### config.mk
export PLATFORM = sky130hd
export DESIGN_NAME = ansi_text_console_engine_core
export DESIGN_NICKNAME = d
export VERILOG_FILES = /design/src/hdl/ace_pkg.sv /design/src/hdl/ace_in_stage.sv /design/src/hdl/ace_engine.sv /design/src/hdl/ace_out_stage.sv /design/src/hdl/ansi_text_console_engine_core.sv
export SDC_FILE = /design/constraint.sdc
export NUM_CORES = 1
export LEC_CHECK = 0
export BUFFER_PORTS_ARGS = -buffer_cell sky130_fd_sc_hd__buf_2
export CORE_ASPECT_RATIO = 1.1
export CORE_MARGIN = 2
export CORE_UTILIZATION = 25
export DETAILED_ROUTE_END_ITERATION = 6
export PLACE_DENSITY = 0.49
export SLEW_MARGIN = 20
export SYNTH_ARGS = -nofsm -noshare
export SYNTH_HDL_FRONTEND = slang
export SYNTH_SLANG_ARGS = --single-unit
### constraint.sdc
create_clock -name clk_i -period 16.8 [get_ports clk_i]
set_input_delay 4.2 -clock clk_i [delete_from_list [all_inputs] [get_ports clk_i]]
set_output_delay 4.2 -clock clk_i [all_outputs]
set_load 0.01 [all_outputs]
### src/hdl/ace_pkg.sv
// Package for the ANSI text console engine.
// Holds the parser mode and action encodings, byte codes, register indexes
// and the result structure. No dependencies.
package ace_pkg;

  typedef enum logic [1:0] {
    MODE_NORMAL = 2'd0,
    MODE_ESC    = 2'd1,
    MODE_CSI    = 2'd2
  } mode_e;

  typedef enum logic [1:0] {
    ACT_NONE  = 2'd0,
    ACT_WRITE = 2'd1,
    ACT_CLEAR = 2'd2
  } action_e;

  localparam logic CFG_SCREEN_COLS = 1'b0;
  localparam logic CFG_SCREEN_ROWS = 1'b1;

  localparam logic [7:0] COLS_RESET = 8'd80;
  localparam logic [7:0] ROWS_RESET = 8'd25;
  localparam logic [2:0] FG_RESET   = 3'd7;
  localparam logic [2:0] BG_RESET   = 3'd0;

  localparam logic [7:0] CH_BS        = 8'h08;
  localparam logic [7:0] CH_LF        = 8'h0a;
  localparam logic [7:0] CH_CR        = 8'h0d;
  localparam logic [7:0] CH_ESC       = 8'h1b;
  localparam logic [7:0] CH_SPACE     = 8'h20;
  localparam logic [7:0] CH_TILDE     = 8'h7e;
  localparam logic [7:0] CH_DEL       = 8'h7f;
  localparam logic [7:0] CH_ZERO      = 8'h30;
  localparam logic [7:0] CH_NINE      = 8'h39;
  localparam logic [7:0] CH_SAVE      = 8'h37;
  localparam logic [7:0] CH_RESTORE   = 8'h38;
  localparam logic [7:0] CH_SEMICOLON = 8'h3b;
  localparam logic [7:0] CH_LBRACKET  = 8'h5b;
  localparam logic [7:0] CH_SGR       = 8'h6d;
  localparam logic [7:0] CH_LEFT      = 8'h44;
  localparam logic [7:0] CH_RIGHT     = 8'h43;
  localparam logic [7:0] CH_POS_H     = 8'h48;
  localparam logic [7:0] CH_POS_F     = 8'h66;
  localparam logic [7:0] CH_ERASE     = 8'h4a;

  localparam logic [7:0] SGR_FG_LO    = 8'd30;
  localparam logic [7:0] SGR_FG_HI    = 8'd37;
  localparam logic [7:0] SGR_BG_LO    = 8'd40;
  localparam logic [7:0] SGR_BG_HI    = 8'd47;
  localparam logic [7:0] SGR_FG_DEF   = 8'd39;
  localparam logic [7:0] SGR_BG_DEF   = 8'd49;
  localparam logic [7:0] ERASE_ALL    = 8'd2;
  localparam logic [7:0] PARAM_MAX    = 8'd255;

  typedef struct packed {
    action_e    action;
    logic [7:0] cell_row;
    logic [7:0] cell_col;
    logic [7:0] cell_char;
    logic [2:0] fg;
    logic [2:0] bg;
    logic       scroll;
    logic [7:0] pos_row;
    logic [7:0] pos_col;
  } result_t;

endpackage

### src/hdl/ace_in_stage.sv
// Input register of the ANSI text console engine.
// Holds one accepted byte until the engine consumes it. No dependencies.
module ace_in_stage (
  input  logic       clk_i,
  input  logic       rst_ni,
  input  logic       in_valid_i,
  output logic       in_ready_o,
  input  logic [7:0] byte_in_i,
  input  logic       take_i,
  output logic       valid_o,
  output logic [7:0] byte_o
);

  logic       valid_q, valid_d;
  logic [7:0] byte_q;

  assign in_ready_o = !valid_q || take_i;
  assign valid_d    = (in_valid_i && in_ready_o) || (valid_q && !take_i);

  always_ff @(posedge clk_i or negedge rst_ni) begin
    if (!rst_ni) begin
      valid_q <= 1'b0;
    end else begin
      valid_q <= valid_d;
    end
  end

  always_ff @(posedge clk_i) begin
    if (in_valid_i && in_ready_o) begin
      byte_q <= byte_in_i;
    end
  end

  assign valid_o = valid_q;
  assign byte_o  = byte_q;

endmodule

### src/hdl/ace_engine.sv
// Terminal state and per-byte update logic of the ANSI text console engine.
// Holds cursor, colours, parser mode, CSI parameters and screen size.
// Depends on ace_pkg.
module ace_engine import ace_pkg::*; #(
  parameter int PARAM_SLOTS = 4
) (
  input  logic       clk_i,
  input  logic       rst_ni,
  input  logic       cfg_we_i,
  input  logic       cfg_index_i,
  input  logic [7:0] cfg_data_i,
  input  logic       step_i,
  input  logic [7:0] byte_i,
  output result_t    result_o
);

  localparam int IDX_W  = (PARAM_SLOTS > 1) ? $clog2(PARAM_SLOTS) : 1;
  localparam int PIDX_W = $clog2(PARAM_SLOTS + 1);
  localparam logic [PIDX_W-1:0] SLOTS = PIDX_W'(PARAM_SLOTS);

  logic [7:0]        cols_q, rows_q;
  logic [7:0]        row_q, row_d, col_q, col_d;
  logic [7:0]        srow_q, srow_d, scol_q, scol_d;
  logic [2:0]        fg_q, fg_d, bg_q, bg_d;
  mode_e             mode_q, mode_d;
  logic [7:0]        par_q [PARAM_SLOTS];
  logic [7:0]        par_d [PARAM_SLOTS];
  logic [PIDX_W-1:0] pidx_q, pidx_d;

  logic [7:0] rmax, cmax, cr, cc;
  logic       is_digit, slot_free;

  assign rmax = (rows_q == 8'd0) ? 8'd0 : rows_q - 8'd1;
  assign cmax = (cols_q == 8'd0) ? 8'd0 : cols_q - 8'd1;
  assign cr   = (row_q > rmax) ? rmax : row_q;
  assign cc   = (col_q > cmax) ? cmax : col_q;

  assign is_digit  = (byte_i >= CH_ZERO) && (byte_i <= CH_NINE);
  assign slot_free = pidx_q < SLOTS;

  always_comb begin
    unique case (mode_q)
      MODE_NORMAL: begin
        mode_d = (byte_i == CH_ESC) ? MODE_ESC : MODE_NORMAL;
      end
      MODE_ESC: begin
        mode_d = (byte_i == CH_LBRACKET) ? MODE_CSI : MODE_NORMAL;
      end
      MODE_CSI: begin
        if (is_digit || (byte_i == CH_SEMICOLON && slot_free)) begin
          mode_d = MODE_CSI;
        end else begin
          mode_d = MODE_NORMAL;
        end
      end
      default: begin
        mode_d = MODE_NORMAL;
      end
    endcase
  end

  always_comb begin
    logic [7:0]        p0, p1, n, tmp;
    logic [8:0]        sum9;
    logic [11:0]       acc;
    logic              wrap;
    logic [PIDX_W-1:0] cnt;

    result_o            = '0;
    result_o.action     = ACT_NONE;
    row_d  = cr;
    col_d  = cc;
    srow_d = srow_q;
    scol_d = scol_q;
    fg_d   = fg_q;
    bg_d   = bg_q;
    par_d  = par_q;
    pidx_d = pidx_q;
    p0     = par_q[0];
    p1     = (pidx_q != '0) ? par_q[1] : 8'd0;
    n      = (p0 == 8'd0) ? 8'd1 : p0;
    sum9   = {1'b0, cc} + {1'b0, n};
    acc    = '0;
    wrap   = 1'b0;
    tmp    = '0;
    cnt    = slot_free ? pidx_q + PIDX_W'(1) : SLOTS;

    unique case (mode_q)
      MODE_NORMAL: begin
        if (byte_i == CH_DEL || byte_i == CH_BS) begin
          if (cc != 8'd0) begin
            col_d = cc - 8'd1;
          end else if (cr != 8'd0) begin
            row_d = cr - 8'd1;
            col_d = cmax;
          end
          if (byte_i == CH_DEL && (cc != 8'd0 || cr != 8'd0)) begin
            result_o.action    = ACT_WRITE;
            result_o.cell_row  = row_d;
            result_o.cell_col  = col_d;
            result_o.cell_char = CH_SPACE;
          end
        end else if (byte_i == CH_CR) begin
          col_d = 8'd0;
        end else if (byte_i == CH_LF) begin
          col_d = 8'd0;
          wrap  = 1'b1;
        end else if (byte_i >= CH_SPACE && byte_i <= CH_TILDE) begin
          result_o.action    = ACT_WRITE;
          result_o.cell_row  = cr;
          result_o.cell_col  = cc;
          result_o.cell_char = byte_i;
          if (cc >= cmax) begin
            col_d = 8'd0;
            wrap  = 1'b1;
          end else begin
            col_d = cc + 8'd1;
          end
        end
        if (wrap) begin
          if (cr >= rmax) begin
            row_d           = rmax;
            result_o.scroll = 1'b1;
          end else begin
            row_d = cr + 8'd1;
          end
        end
      end
      MODE_ESC: begin
        if (byte_i == CH_SAVE) begin
          srow_d = cr;
          scol_d = cc;
        end else if (byte_i == CH_RESTORE) begin
          row_d = (srow_q > rmax) ? rmax : srow_q;
          col_d = (scol_q > cmax) ? cmax : scol_q;
        end else if (byte_i == CH_LBRACKET) begin
          for (int i = 0; i < PARAM_SLOTS; i++) begin
            par_d[i] = 8'd0;
          end
          pidx_d = '0;
        end
      end
      MODE_CSI: begin
        if (is_digit) begin
          if (slot_free) begin
            acc = 12'(par_q[pidx_q[IDX_W-1:0]]) * 12'd10 + 12'(byte_i - CH_ZERO);
            par_d[pidx_q[IDX_W-1:0]] = (acc > 12'(PARAM_MAX)) ? PARAM_MAX : acc[7:0];
          end
        end else if (byte_i == CH_SEMICOLON && slot_free) begin
          pidx_d = pidx_q + PIDX_W'(1);
        end else begin
          pidx_d = cnt;
          if (byte_i == CH_SGR) begin
            for (int i = 0; i < PARAM_SLOTS; i++) begin
              if (PIDX_W'(i) < cnt) begin
                if (par_q[i] >= SGR_FG_LO && par_q[i] <= SGR_FG_HI) begin
                  tmp  = par_q[i] - SGR_FG_LO;
                  fg_d = tmp[2:0];
                end else if (par_q[i] >= SGR_BG_LO && par_q[i] <= SGR_BG_HI) begin
                  tmp  = par_q[i] - SGR_BG_LO;
                  bg_d = tmp[2:0];
                end else if (par_q[i] == SGR_FG_DEF) begin
                  fg_d = FG_RESET;
                end else if (par_q[i] == SGR_BG_DEF) begin
                  bg_d = BG_RESET;
                end
              end
            end
          end else if (byte_i == CH_LEFT) begin
            col_d = (n >= cc) ? 8'd0 : cc - n;
          end else if (byte_i == CH_RIGHT) begin
            col_d = (sum9 > {1'b0, cmax}) ? cmax : sum9[7:0];
          end else if (byte_i == CH_POS_H || byte_i == CH_POS_F) begin
            tmp   = (p0 == 8'd0) ? 8'd0 : p0 - 8'd1;
            row_d = (tmp > rmax) ? rmax : tmp;
            tmp   = (p1 == 8'd0) ? 8'd0 : p1 - 8'd1;
            col_d = (tmp > cmax) ? cmax : tmp;
          end else if (byte_i == CH_ERASE) begin
            if (p0 == ERASE_ALL) begin
              result_o.action = ACT_CLEAR;
              row_d           = 8'd0;
              col_d           = 8'd0;
            end
          end
        end
      end
      default: begin
      end
    endcase

    result_o.fg      = fg_d;
    result_o.bg      = bg_d;
    result_o.pos_row = row_d;
    result_o.pos_col = col_d;
  end

  always_ff @(posedge clk_i or negedge rst_ni) begin
    if (!rst_ni) begin
      cols_q <= COLS_RESET;
      rows_q <= ROWS_RESET;
    end else if (cfg_we_i) begin
      unique case (cfg_index_i)
        CFG_SCREEN_COLS: cols_q <= cfg_data_i;
        CFG_SCREEN_ROWS: rows_q <= cfg_data_i;
        default: begin
        end
      endcase
    end
  end

  always_ff @(posedge clk_i or negedge rst_ni) begin
    if (!rst_ni) begin
      row_q  <= 8'd0;
      col_q  <= 8'd0;
      srow_q <= 8'd0;
      scol_q <= 8'd0;
      fg_q   <= FG_RESET;
      bg_q   <= BG_RESET;
      mode_q <= MODE_NORMAL;
      pidx_q <= '0;
      for (int i = 0; i < PARAM_SLOTS; i++) begin
        par_q[i] <= 8'd0;
      end
    end else if (step_i) begin
      row_q  <= row_d;
      col_q  <= col_d;
      srow_q <= srow_d;
      scol_q <= scol_d;
      fg_q   <= fg_d;
      bg_q   <= bg_d;
      mode_q <= mode_d;
      pidx_q <= pidx_d;
      par_q  <= par_d;
    end
  end

endmodule

### src/hdl/ace_out_stage.sv
// Result register of the ANSI text console engine.
// Holds one result beat until the receiver takes it. Depends on ace_pkg.
module ace_out_stage import ace_pkg::*; (
  input  logic    clk_i,
  input  logic    rst_ni,
  input  logic    load_i,
  input  result_t result_i,
  output logic    room_o,
  output logic    out_valid_o,
  input  logic    out_ready_i,
  output result_t result_o
);

  logic    valid_q, valid_d;
  result_t result_q;

  assign room_o  = !valid_q || out_ready_i;
  assign valid_d = load_i || (valid_q && !out_ready_i);

  always_ff @(posedge clk_i or negedge rst_ni) begin
    if (!rst_ni) begin
      valid_q <= 1'b0;
    end else begin
      valid_q <= valid_d;
    end
  end

  always_ff @(posedge clk_i) begin
    if (load_i) begin
      result_q <= result_i;
    end
  end

  assign out_valid_o = valid_q;
  assign result_o    = result_q;

endmodule

### src/hdl/ansi_text_console_engine_core.sv
// Top level of the ANSI text console engine: input register, terminal
// update logic and result register. Depends on ace_pkg, ace_in_stage,
// ace_engine and ace_out_stage.
//
// Bytes arrive on the in_valid_i/in_ready_o channel, one beat per byte.
// Every byte yields exactly one result beat on out_valid_o/out_ready_i:
// the action (none, write one cell, clear the screen), the cell address
// and character, the current colours, a scroll flag and the new cursor.
// A byte waits in the input register while its update is worked out and
// stored into the result register, which then presents its result beat.
// One byte per cycle is taken while the receiver keeps taking results.
// When the receiver stalls, the result register holds its beat; one more
// byte may wait in the input register, after which in_ready_o drops.
// Reset empties both registers, homes the cursor and the saved cursor,
// sets white on black, the normal parser state and an 80 by 25 screen.
// The screen size is written through cfg_we_i/cfg_index_i/cfg_data_i, index 0 for
// columns and 1 for rows, by the user while no bytes are in flight; the block does not enforce this.
module ansi_text_console_engine_core import ace_pkg::*; #(
  parameter int PARAM_SLOTS = 4
) (
  input  logic       clk_i,
  input  logic       rst_ni,
  input  logic       cfg_we_i,
  input  logic       cfg_index_i,
  input  logic [7:0] cfg_data_i,
  input  logic       in_valid_i,
  output logic       in_ready_o,
  input  logic [7:0] byte_in_i,
  output logic       out_valid_o,
  input  logic       out_ready_i,
  output logic [1:0] action_o,
  output logic [7:0] cell_row_o,
  output logic [7:0] cell_col_o,
  output logic [7:0] cell_char_o,
  output logic [2:0] fg_out_o,
  output logic [2:0] bg_out_o,
  output logic       scroll_up_o,
  output logic [7:0] cursor_row_out_o,
  output logic [7:0] cursor_col_out_o
);

  logic       pend_valid, room, step;
  logic [7:0] pend_byte;
  result_t    next_result, result;

  assign step = pend_valid && room;

  ace_in_stage u_in_stage (
    .clk_i      (clk_i),
    .rst_ni     (rst_ni),
    .in_valid_i (in_valid_i),
    .in_ready_o (in_ready_o),
    .byte_in_i  (byte_in_i),
    .take_i     (step),
    .valid_o    (pend_valid),
    .byte_o     (pend_byte)
  );

  ace_engine #(
    .PARAM_SLOTS (PARAM_SLOTS)
  ) u_engine (
    .clk_i       (clk_i),
    .rst_ni      (rst_ni),
    .cfg_we_i    (cfg_we_i),
    .cfg_index_i (cfg_index_i),
    .cfg_data_i  (cfg_data_i),
    .step_i      (step),
    .byte_i      (pend_byte),
    .result_o    (next_result)
  );

  ace_out_stage u_out_stage (
    .clk_i       (clk_i),
    .rst_ni      (rst_ni),
    .load_i      (step),
    .result_i    (next_result),
    .room_o      (room),
    .out_valid_o (out_valid_o),
    .out_ready_i (out_ready_i),
    .result_o    (result)
  );

  assign action_o         = result.action;
  assign cell_row_o       = result.cell_row;
  assign cell_col_o       = result.cell_col;
  assign cell_char_o      = result.cell_char;
  assign fg_out_o         = result.fg;
  assign bg_out_o         = result.bg;
  assign scroll_up_o      = result.scroll;
  assign cursor_row_out_o = result.pos_row;
  assign cursor_col_out_o = result.pos_col;

endmodule
==> results of run 1 <==
==> area by class of cell <==
type                       instances  area (um2)  area share [%]
clock buffer                      19       442.9           2.785
clock inverter                    13       108.9          0.6844
inverter                          94       352.8           2.219
multi-input combinational       1347        9499           59.73
sequential                       150        4049           25.46
tap                              744       930.9           5.853
timing repair buffer              93       520.5           3.273
==> critical path: stages <==
cell      delay, ns
buf_2          0.10
nand3b_1       0.18
buf_2          0.16
==> state kept, by name, summed over array words and instances (netlist names) <==
signal and count:
u_engine.rows_q 8, u_engine.fg_q 3, u_engine.srow_q 8, u_engine.mode_q 2
u_in_stage.valid_o 1, u_engine.row_q 8, u_engine.cols_q 8, u_out_stage.result_o 49
u_engine.col_q 8, u_engine.pidx_q 3, u_in_stage.byte_o 8, u_out_stage.out_valid_o 1
u_engine.par_q 32, u_engine.scol_q 8, u_engine.bg_q 3
==> cells in the final DEF, fill, tap and decap left out, types with 22 or more instances in the layout <==
cell / n
ha_1: 143
xnor2_1: 36
o21ai_0: 129
mux2_2: 45
buf_2: 71
a21oi_1: 105
nor4_1: 25
dfrtp_1: 85
edfxtp_1: 57
buf_4: 22
inv_1: 87
nor3_1: 37
nand2_1: 171
o22ai_1: 24
a21o_1: 22
nand3_1: 66
mux2i_1: 35
nand2b_1: 24
nor2_1: 108
==> logic make-up (layout without fill, tap and decap cells) <==
| group | Yosys count | in the layout |
|---|---|---|
| and+or+nand+nor | 568 | 568 |
| AOI/OAI and AO/OA | 496 | 496 |
| buffers and inverters | 180 | 219 |
| DFF | 150 | 150 |
| adders and majority gates | 147 | 147 |
| muxes | 88 | 88 |
| xor gates and xnor gates | 47 | 47 |
| other | 1 | 1 |
==> metal layers <==
metal	global-route usage (%)	vias to the layer above	wire length [um]
met5	0	-	0
li1	-	6296	-
met2	30.04	434	25380
met4	6.227	0	1637
met1	22.64	6545	22700
met3	3.511	97	2945
==> synthesized netlist by cell type (7+ instances only) <==
master / n
mux2i_1: 35
o21ai_1: 15
mux4_2: 8
o31ai_1: 17
or2_2: 9
buf_2: 14
nand2b_1: 24
a211o_1: 7
clkbuf_1: 63
xor2_1: 10
mux2_2: 45
nor3_1: 37
o211ai_1: 20
nand2_1: 171
xnor2_1: 36
dfrtp_1: 85
nor4_1: 26
nand4_1: 20
a211oi_1: 15
a21oi_1: 105
and2_1: 19
nor3b_1: 8
a31oi_1: 14
and3_1: 18
a221o_1: 8
nand3_1: 66
nor2b_1: 20
or3_1: 7
dfstp_2: 8
edfxtp_1: 57
a221oi_1: 13
nand3b_1: 7
nor2_1: 108
o22ai_1: 24
ha_1: 143
inv_1: 88
a21o_1: 22
o21ai_0: 129
==> power groups by stage <==
stage	clock, mW	combinational, mW	sequential (mW)
3_5_place_dp	0	1.38	0.541
3_3_place_gp	0	1.37	0.541
5_1_grt	0.402	1.54	0.544
4_1_cts	0.390	1.39	0.535
2_1_floorplan	0	0.984	0.513
6_report	0.377	1.41	0.535
==> worst max path at each step <==
stage | from | endpoint | slack [ns] | depth (start not counted)
final | out_ready_i | in_ready_o | 7.96 | 3
after global routing | u_engine.cols_q[0] | u_out_stage.result_o[6] | 7.32 | 28
after CTS | out_ready_i | in_ready_o | 7.96 | 3
after detailed placement | out_ready_i | in_ready_o | 7.97 | 3
after global placement | out_ready_i | in_ready_o | 7.97 | 3
after floorplan | out_ready_i | in_ready_o | 8.19 | 1
==> through the flow <==
stage	setup slack (ns)	util, %	area (um2)	std cells	total power [mW]
2_1_floorplan	8.191	-	14280	1677	1.497
3_3_place_gp	7.969	27.28	15350	2428	1.911
3_5_place_dp	7.965	27.29	15350	2428	1.925
4_1_cts	7.960	28.28	15900	2460	2.316
5_1_grt	7.320	28.28	15900	2460	2.489
6_report	7.961	28.28	15900	2460	2.326
==> key figures, run 1 <==
Power and ir drop
  – Comb pwr share: 60.7%
  – Sw Share: 50.05%
  – Switch Pwr: 1.164 mW
  – Clock group share of total power: 16.2%
  – Design internal power: 1.162 mW
  – Seq pwr share: 23.0%
  – Power Density: 146.2 nW/um2
  – Pleak: 6.706 nW
  – Maximum VDD drop: 87.88 uV

Worst setup path
  – Reg2reg start: u_engine.cols_q[0]
  – Reg2reg path depth: 26
  – R2R Setup Slk: 7.96 ns
  – Startpoint Class: input port
  – Critical Path RT: 12.60 ns
  – CP Max Fanout: 3
  – CP arrival: 4.64 ns
  – Worst setup EP type: output port
  – Setup CP Type: in -> out
  – FF-to-FF End: u_out_stage.result_o[6]

Timing
  – Relative slew margins: 27.48%
  – Final Hold Fails: 0
  – Tcrit/Tclk final: 52.62%
  – Setup TNS: 0 ns
  – Endpoints failing setup: 0
  – Worst Max-Slew Pin Slew: 1.088 ns
  – Crit path time final: 8.839 ns
  – Pins Over Slew Limit: 0
  – Fmax: 0.1131 GHz
  – RSZ-0062 raised after global routing: no
  – Clock Skews: 0.01106 ns
  – Final hold slack: 0.4982 ns

Clock network
  – Post-CTS repair timing setup buffer count: 0
  – CTS Buf Count: 17
  – CTS clk-pin slew, worst paths: 0.07 ns
  – Post-CTS sizing: 0
  – Hold_buf cts: 0
  – CTS tree: done
  – Clock Sink Count: 150
  – H-tree levels: 4
  – Clk root buf: clkbuf_16
  – CTS max path bufs: 2
  – Worst skew pair latency: 0.48 ns

Logic synthesis
  – Yosys top cell by area: dfrtp_1
  – Cells after synthesis: 1677
  – Seq/Total Area, Yosys: 28.36%
  – Top-area cell type share of the netlist area: 14.90%
  – Synth unique cells: 105
  – Largest family of logic cells by synthesized area: compound AO/OA/AOI/OAI gates
  – Synth Area in Compound Gates: 23.13%
  – Post-synth ARST share: 62.00%
  – Synthesized-area fraction occupied by adder cells: 13.09%
  – Post-synth EDFFs: 57
  – XOR/XNOR Fraction of Synth Area: 2.989%
  – Synth area leaders: dfrtp_1 15%, ha_1 13%, edfxtp_1 12%
  – Avg Cell Area, Syn: 8.513 um2
  – Syn nets: 1846
  – Top_reg_cell synth: dfrtp_1
  – Synth Warn #: 0
  – Simple logic cell fraction of the synthesized area: 19.99%
  – Post-synthesis cell area: 14280 um2
  – Yosys reg bits: 150
  – Multiplexer area fraction after synthesis: 7.266%

Final layout
  – # nets final: 1872
  – Diode count: 0
  – Layout cells sized above 1: 13.58%
  – Layout area overhead: 11.40%
  – Filler instances: 6056

Global route
  – Initial antenna violation count: 0
  – GRT Util Overall: 17.83%
  – Total grt overflow: 0
  – First-pass GRT wire length: 79940 um
  – Largest net degree at the start of global routing: 53
  – Vias in the first global route: 12903

Floorplanning
  – Die ar.: 59030 um2
  – Die height: 254.6 um
  – Initial Util: 25.38%
  – Core area: 56250 um2
  – Boundary Pins: 73
  – Die X: 231.8 um
  – Core Rows: 91

Routing
  – Post-route ant nets: 0
  – Via count of the routed design: 13372
  – WL per Instance: 21.41 um
  – Iter 0 DRT Violations: 1162
  – First-pass DRT Iterations: 5
  – DRC: 0
  – Via density: 5.436
  – Final wirelength: 52670 um

Hold path
  – Worst hold path stage count: 1
  – Hold path endpoint: u_out_stage.out_valid_o
  – Worst min-delay path category: reg -> reg
  – HP Start: u_in_stage.valid_o

Placement
  – DP HPWL: 39760 um
  – Final GP Congestion: 0.9249
  – IO buf count: 72

Flow run
  – Number of max-cap violations: 0

Outcome
  – Status: complete, no violations
No activity file was read; power rests on OpenSTA's default activity.
==> inputs of run 2 (changes only) <==
--- a/config.mk
+++ b/config.mk
@@ -10,7 +10,7 @@
 export CORE_MARGIN = 2
 export CORE_UTILIZATION = 25
 export DETAILED_ROUTE_END_ITERATION = 6
-export PLACE_DENSITY = 0.49
+export PLACE_DENSITY = 0.51
 export SLEW_MARGIN = 20
 export SYNTH_ARGS = -nofsm -noshare
 export SYNTH_HDL_FRONTEND = slang
==> constraint.sdc (replaced) <==
create_clock -name clk_i -period 7.7 [get_ports clk_i]
set_input_delay 1.925 -clock clk_i [delete_from_list [all_inputs] [get_ports clk_i]]
set_output_delay 1.925 -clock clk_i [all_outputs]
set_load 0.01 [all_outputs]
==> run 2 against run 1 <==
  * Clock power rose by 130%
  * Total power rose by 130%
  * Flip-flop and latch count did not move
  * Critical endpoint is now u_out_stage.result_o[0]
==> key figures, run 2 (synthesis results as in run 1) <==
Clock network
  – Worst skew pair latency: 0.49 ns (about the same)
  – CTS clk-pin slew, worst paths: 0.08 ns (about the same)
  – CTS tree: done
  – H-tree levels: 4 (unchanged)
  – CTS max path bufs: 2 (unchanged)
  – Clock Sink Count: 150 (unchanged)
  – Clk root buf: clkbuf_16
  – CTS Buf Count: 17 (unchanged)

Routing
  – Final wirelength: 54370 um (+3.2%)
  – Post-route ant nets: 0 (unchanged)
  – First-pass DRT Iterations: 6 (+1)
  – Via density: 5.448 (+0.22%)
  – Iter 0 DRT Violations: 1415 (+22%)
  – WL per Instance: 21.77 um (+1.7%)
  – DRC: 0 (unchanged)
  – Via count of the routed design: 13608 (+1.8%)

Final layout
  – Largest register FFs: 49 (unchanged)
  – Cell area after layout: 16300 um2 (+2.5%)
  – Filler instances: 6008 (-0.79%)
  – Commonest non-fill, non-tap cell in the layout: nand2_1
  – Layout area overhead: 14.16%
  – # nets final: 1909 (+2.0%)
  – Most frequent cells in the layout: 171 x nand2_1, 143 x ha_1, 129 x o21ai_0
  – Layout cells sized above 1: 16.03% (+2.5 points)

Global route
  – Total grt overflow: 0 (unchanged)
  – Vias in the first global route: 13293 (+3.0%)
  – First-pass GRT wire length: 82610 um (+3.3%)
  – GRT Util Overall: 18.39% (+0.57 points)
  – Largest net degree at the start of global routing: 54 (+1.9%)
  – Initial antenna violation count: 0 (unchanged)

Floorplanning
  – Core area: 56250 um2 (unchanged)
  – Die X: 231.8 um (unchanged)
  – Boundary Pins: 73 (unchanged)
  – Die ar.: 59030 um2 (unchanged)
  – Die height: 254.6 um (unchanged)
  – Initial Util: 25.38% (unchanged)
  – Core Rows: 91 (unchanged)

Power and ir drop
  – Seq pwr share: 22.2% (-0.8 points)
  – Power Density: 325.7 nW/um2 (+120%)
  – Switch Pwr: 2.642 mW (+130%)
  – Clock group share of total power: 16.6% (+0.4 points)
  – Pleak: 6.906 nW (+3.0%)
  – Design internal power: 2.667 mW (+130%)
  – Comb pwr share: 61.2% (+0.5 points)
  – Final Power: 5.309 mW (+130%)
  – Sw Share: 49.76% (-0.29 points)
  – Maximum VDD drop: 183.5 uV (+110%)

Timing
  – Clock Skews: 0.01718 ns (+0.006112 ns)
  – Tcrit/Tclk final: 96.42%
  – Relative slew margins: 14.58% (-13 points)
  – Worst Max-Slew Pin Slew: 1.270 ns (+0.1818 ns)
  – Final Hold Fails: 0 (unchanged)
  – Crit path time final: 7.424 ns
  – RSZ-0062 raised after global routing: no
  – Pins Over Slew Limit: 0 (unchanged)
  – Endpoints failing setup: 0 (unchanged)
  – Fmax: 0.1347 GHz
  – Setup TNS: 0 ns (unchanged)

Worst setup path
  – Crit path from: u_engine.cols_q[0]
  – CP peak stage delay: 0.46 ns (+0.28 ns)
  – Critical Path RT: 7.93 ns (-4.67 ns)
  – Reg2reg path depth: 30 (+15%)
  – R2R Setup Slk: 0.28 ns (-7.68 ns)
  – Startpoint Class: register
  – CP arrival: 7.65 ns (+3.01 ns)
  – Setup CP Type: reg -> reg
  – Reg2reg start: u_engine.cols_q[0]
  – CP max stage cell: dfrtp_2
  – CP Max Fanout: 12 (+9)
  – Worst setup EP type: register
  – FF-to-FF End: u_out_stage.result_o[0]

Flow run
  – Number of max-cap violations: 0 (unchanged)

Placement
  – IO buf count: 72 (unchanged)
  – DP HPWL: 41400 um (+4.1%)
  – DP Area: 15630 um2 (+1.8%)
  – Final GP Congestion: 0.9188 (-0.66%)

Outcome
  – Status: complete, no violations

Hold path
  – Worst hold path stage count: 1 (unchanged)
  – HP Start: u_in_stage.valid_o
  – Worst min-delay path category: reg -> reg
  – Hold path endpoint: u_out_stage.out_valid_o
==> run 2: power groups by stage <==
stage	sequential, mW	combinational [mW]	clock [mW]
5_1_grt	1.20	3.54	0.927
3_5_place_dp	1.19	3.16	0
6_report	1.18	3.25	0.879
3_3_place_gp	1.19	3.14	0
4_1_cts	1.17	3.18	0.903
2_1_floorplan	1.12	2.15	0
==> run 2: layer usage <==
metal,share of wire (%),wire (um),GRT usage (%),vias to the layer above
met2,47,25590,30.06,470
met3,5.4,2941,3.153,101
met5,0,0,0,-
met1,44,23770,23.94,6666
li1,-,-,-,6371
met4,3.8,2076,7.674,0
==> run 2: worst max-delay path, delay by kind of cell (launching register included) <==
| kind | cells | cell delay, ns |
|---|---|---|
| flip-flops | 1 | 0.46 |
| adder cells (fa/ha/maj) | 5 | 1.54 |
| XOR/XNOR | 1 | 0.18 |
| AND/OR/NAND/NOR | 9 | 1.74 |
| AO/OA/AOI/OAI | 11 | 2.74 |
| buffers and inverters | 4 | 0.51 |
==> run 2: area by class of cell <==
type | count | area (um2) | area share (%)
Antenna cell | 1 | 2.502 | 0.01535
Clock buffer | 18 | 450.4 | 2.764
Timing Repair Buffer | 130 | 798.3 | 4.898
Clock inverter | 14 | 153.9 | 0.9443
Sequential cell | 150 | 4050 | 24.85
Tap cell | 744 | 930.9 | 5.712
Inverter | 94 | 352.8 | 2.165
Multi-Input combinational cell | 1347 | 9559 | 58.65
==> run 2: how the worst max path moves through the flow <==
stage	end	slack, ns	cells after the start
final	u_out_stage.result_o[0]	0.28	30
after global routing	u_engine.col_q[0]	0.01	28
after CTS	u_out_stage.result_o[6]	-0.01	28
after detailed placement	u_out_stage.result_o[6]	0.04	28
after global placement	u_out_stage.result_o[3]	0.19	28
after floorplan	u_engine.col_q[0]	0.62	32
==> run 2: timing repair <==
action | CTS | global route
hold endpoints to repair | 0 | 0
gates resized for setup | 0 | 13
setup buffers | 0 | 2
hold buffers | 0 | 0
pin swaps | 0 | 1
endpoints found under the setup margin | 1 | 16
==> run 2: metrics by stage <==
stage / utilization (%) / cells / setup WS (ns) / hold slack [ns]
2_1_floorplan: - / 1677 / 0.6170 / 0.4569
3_3_place_gp: 27.76 / 2463 / 0.1925 / 0.4733
3_5_place_dp: 27.79 / 2463 / 0.03736 / 0.4856
4_1_cts: 28.87 / 2495 / -0.01217 / 0.5045
5_1_grt: 28.97 / 2497 / 0.01450 / 0.5471
6_report: 28.98 / 2498 / 0.2759 / 0.5097
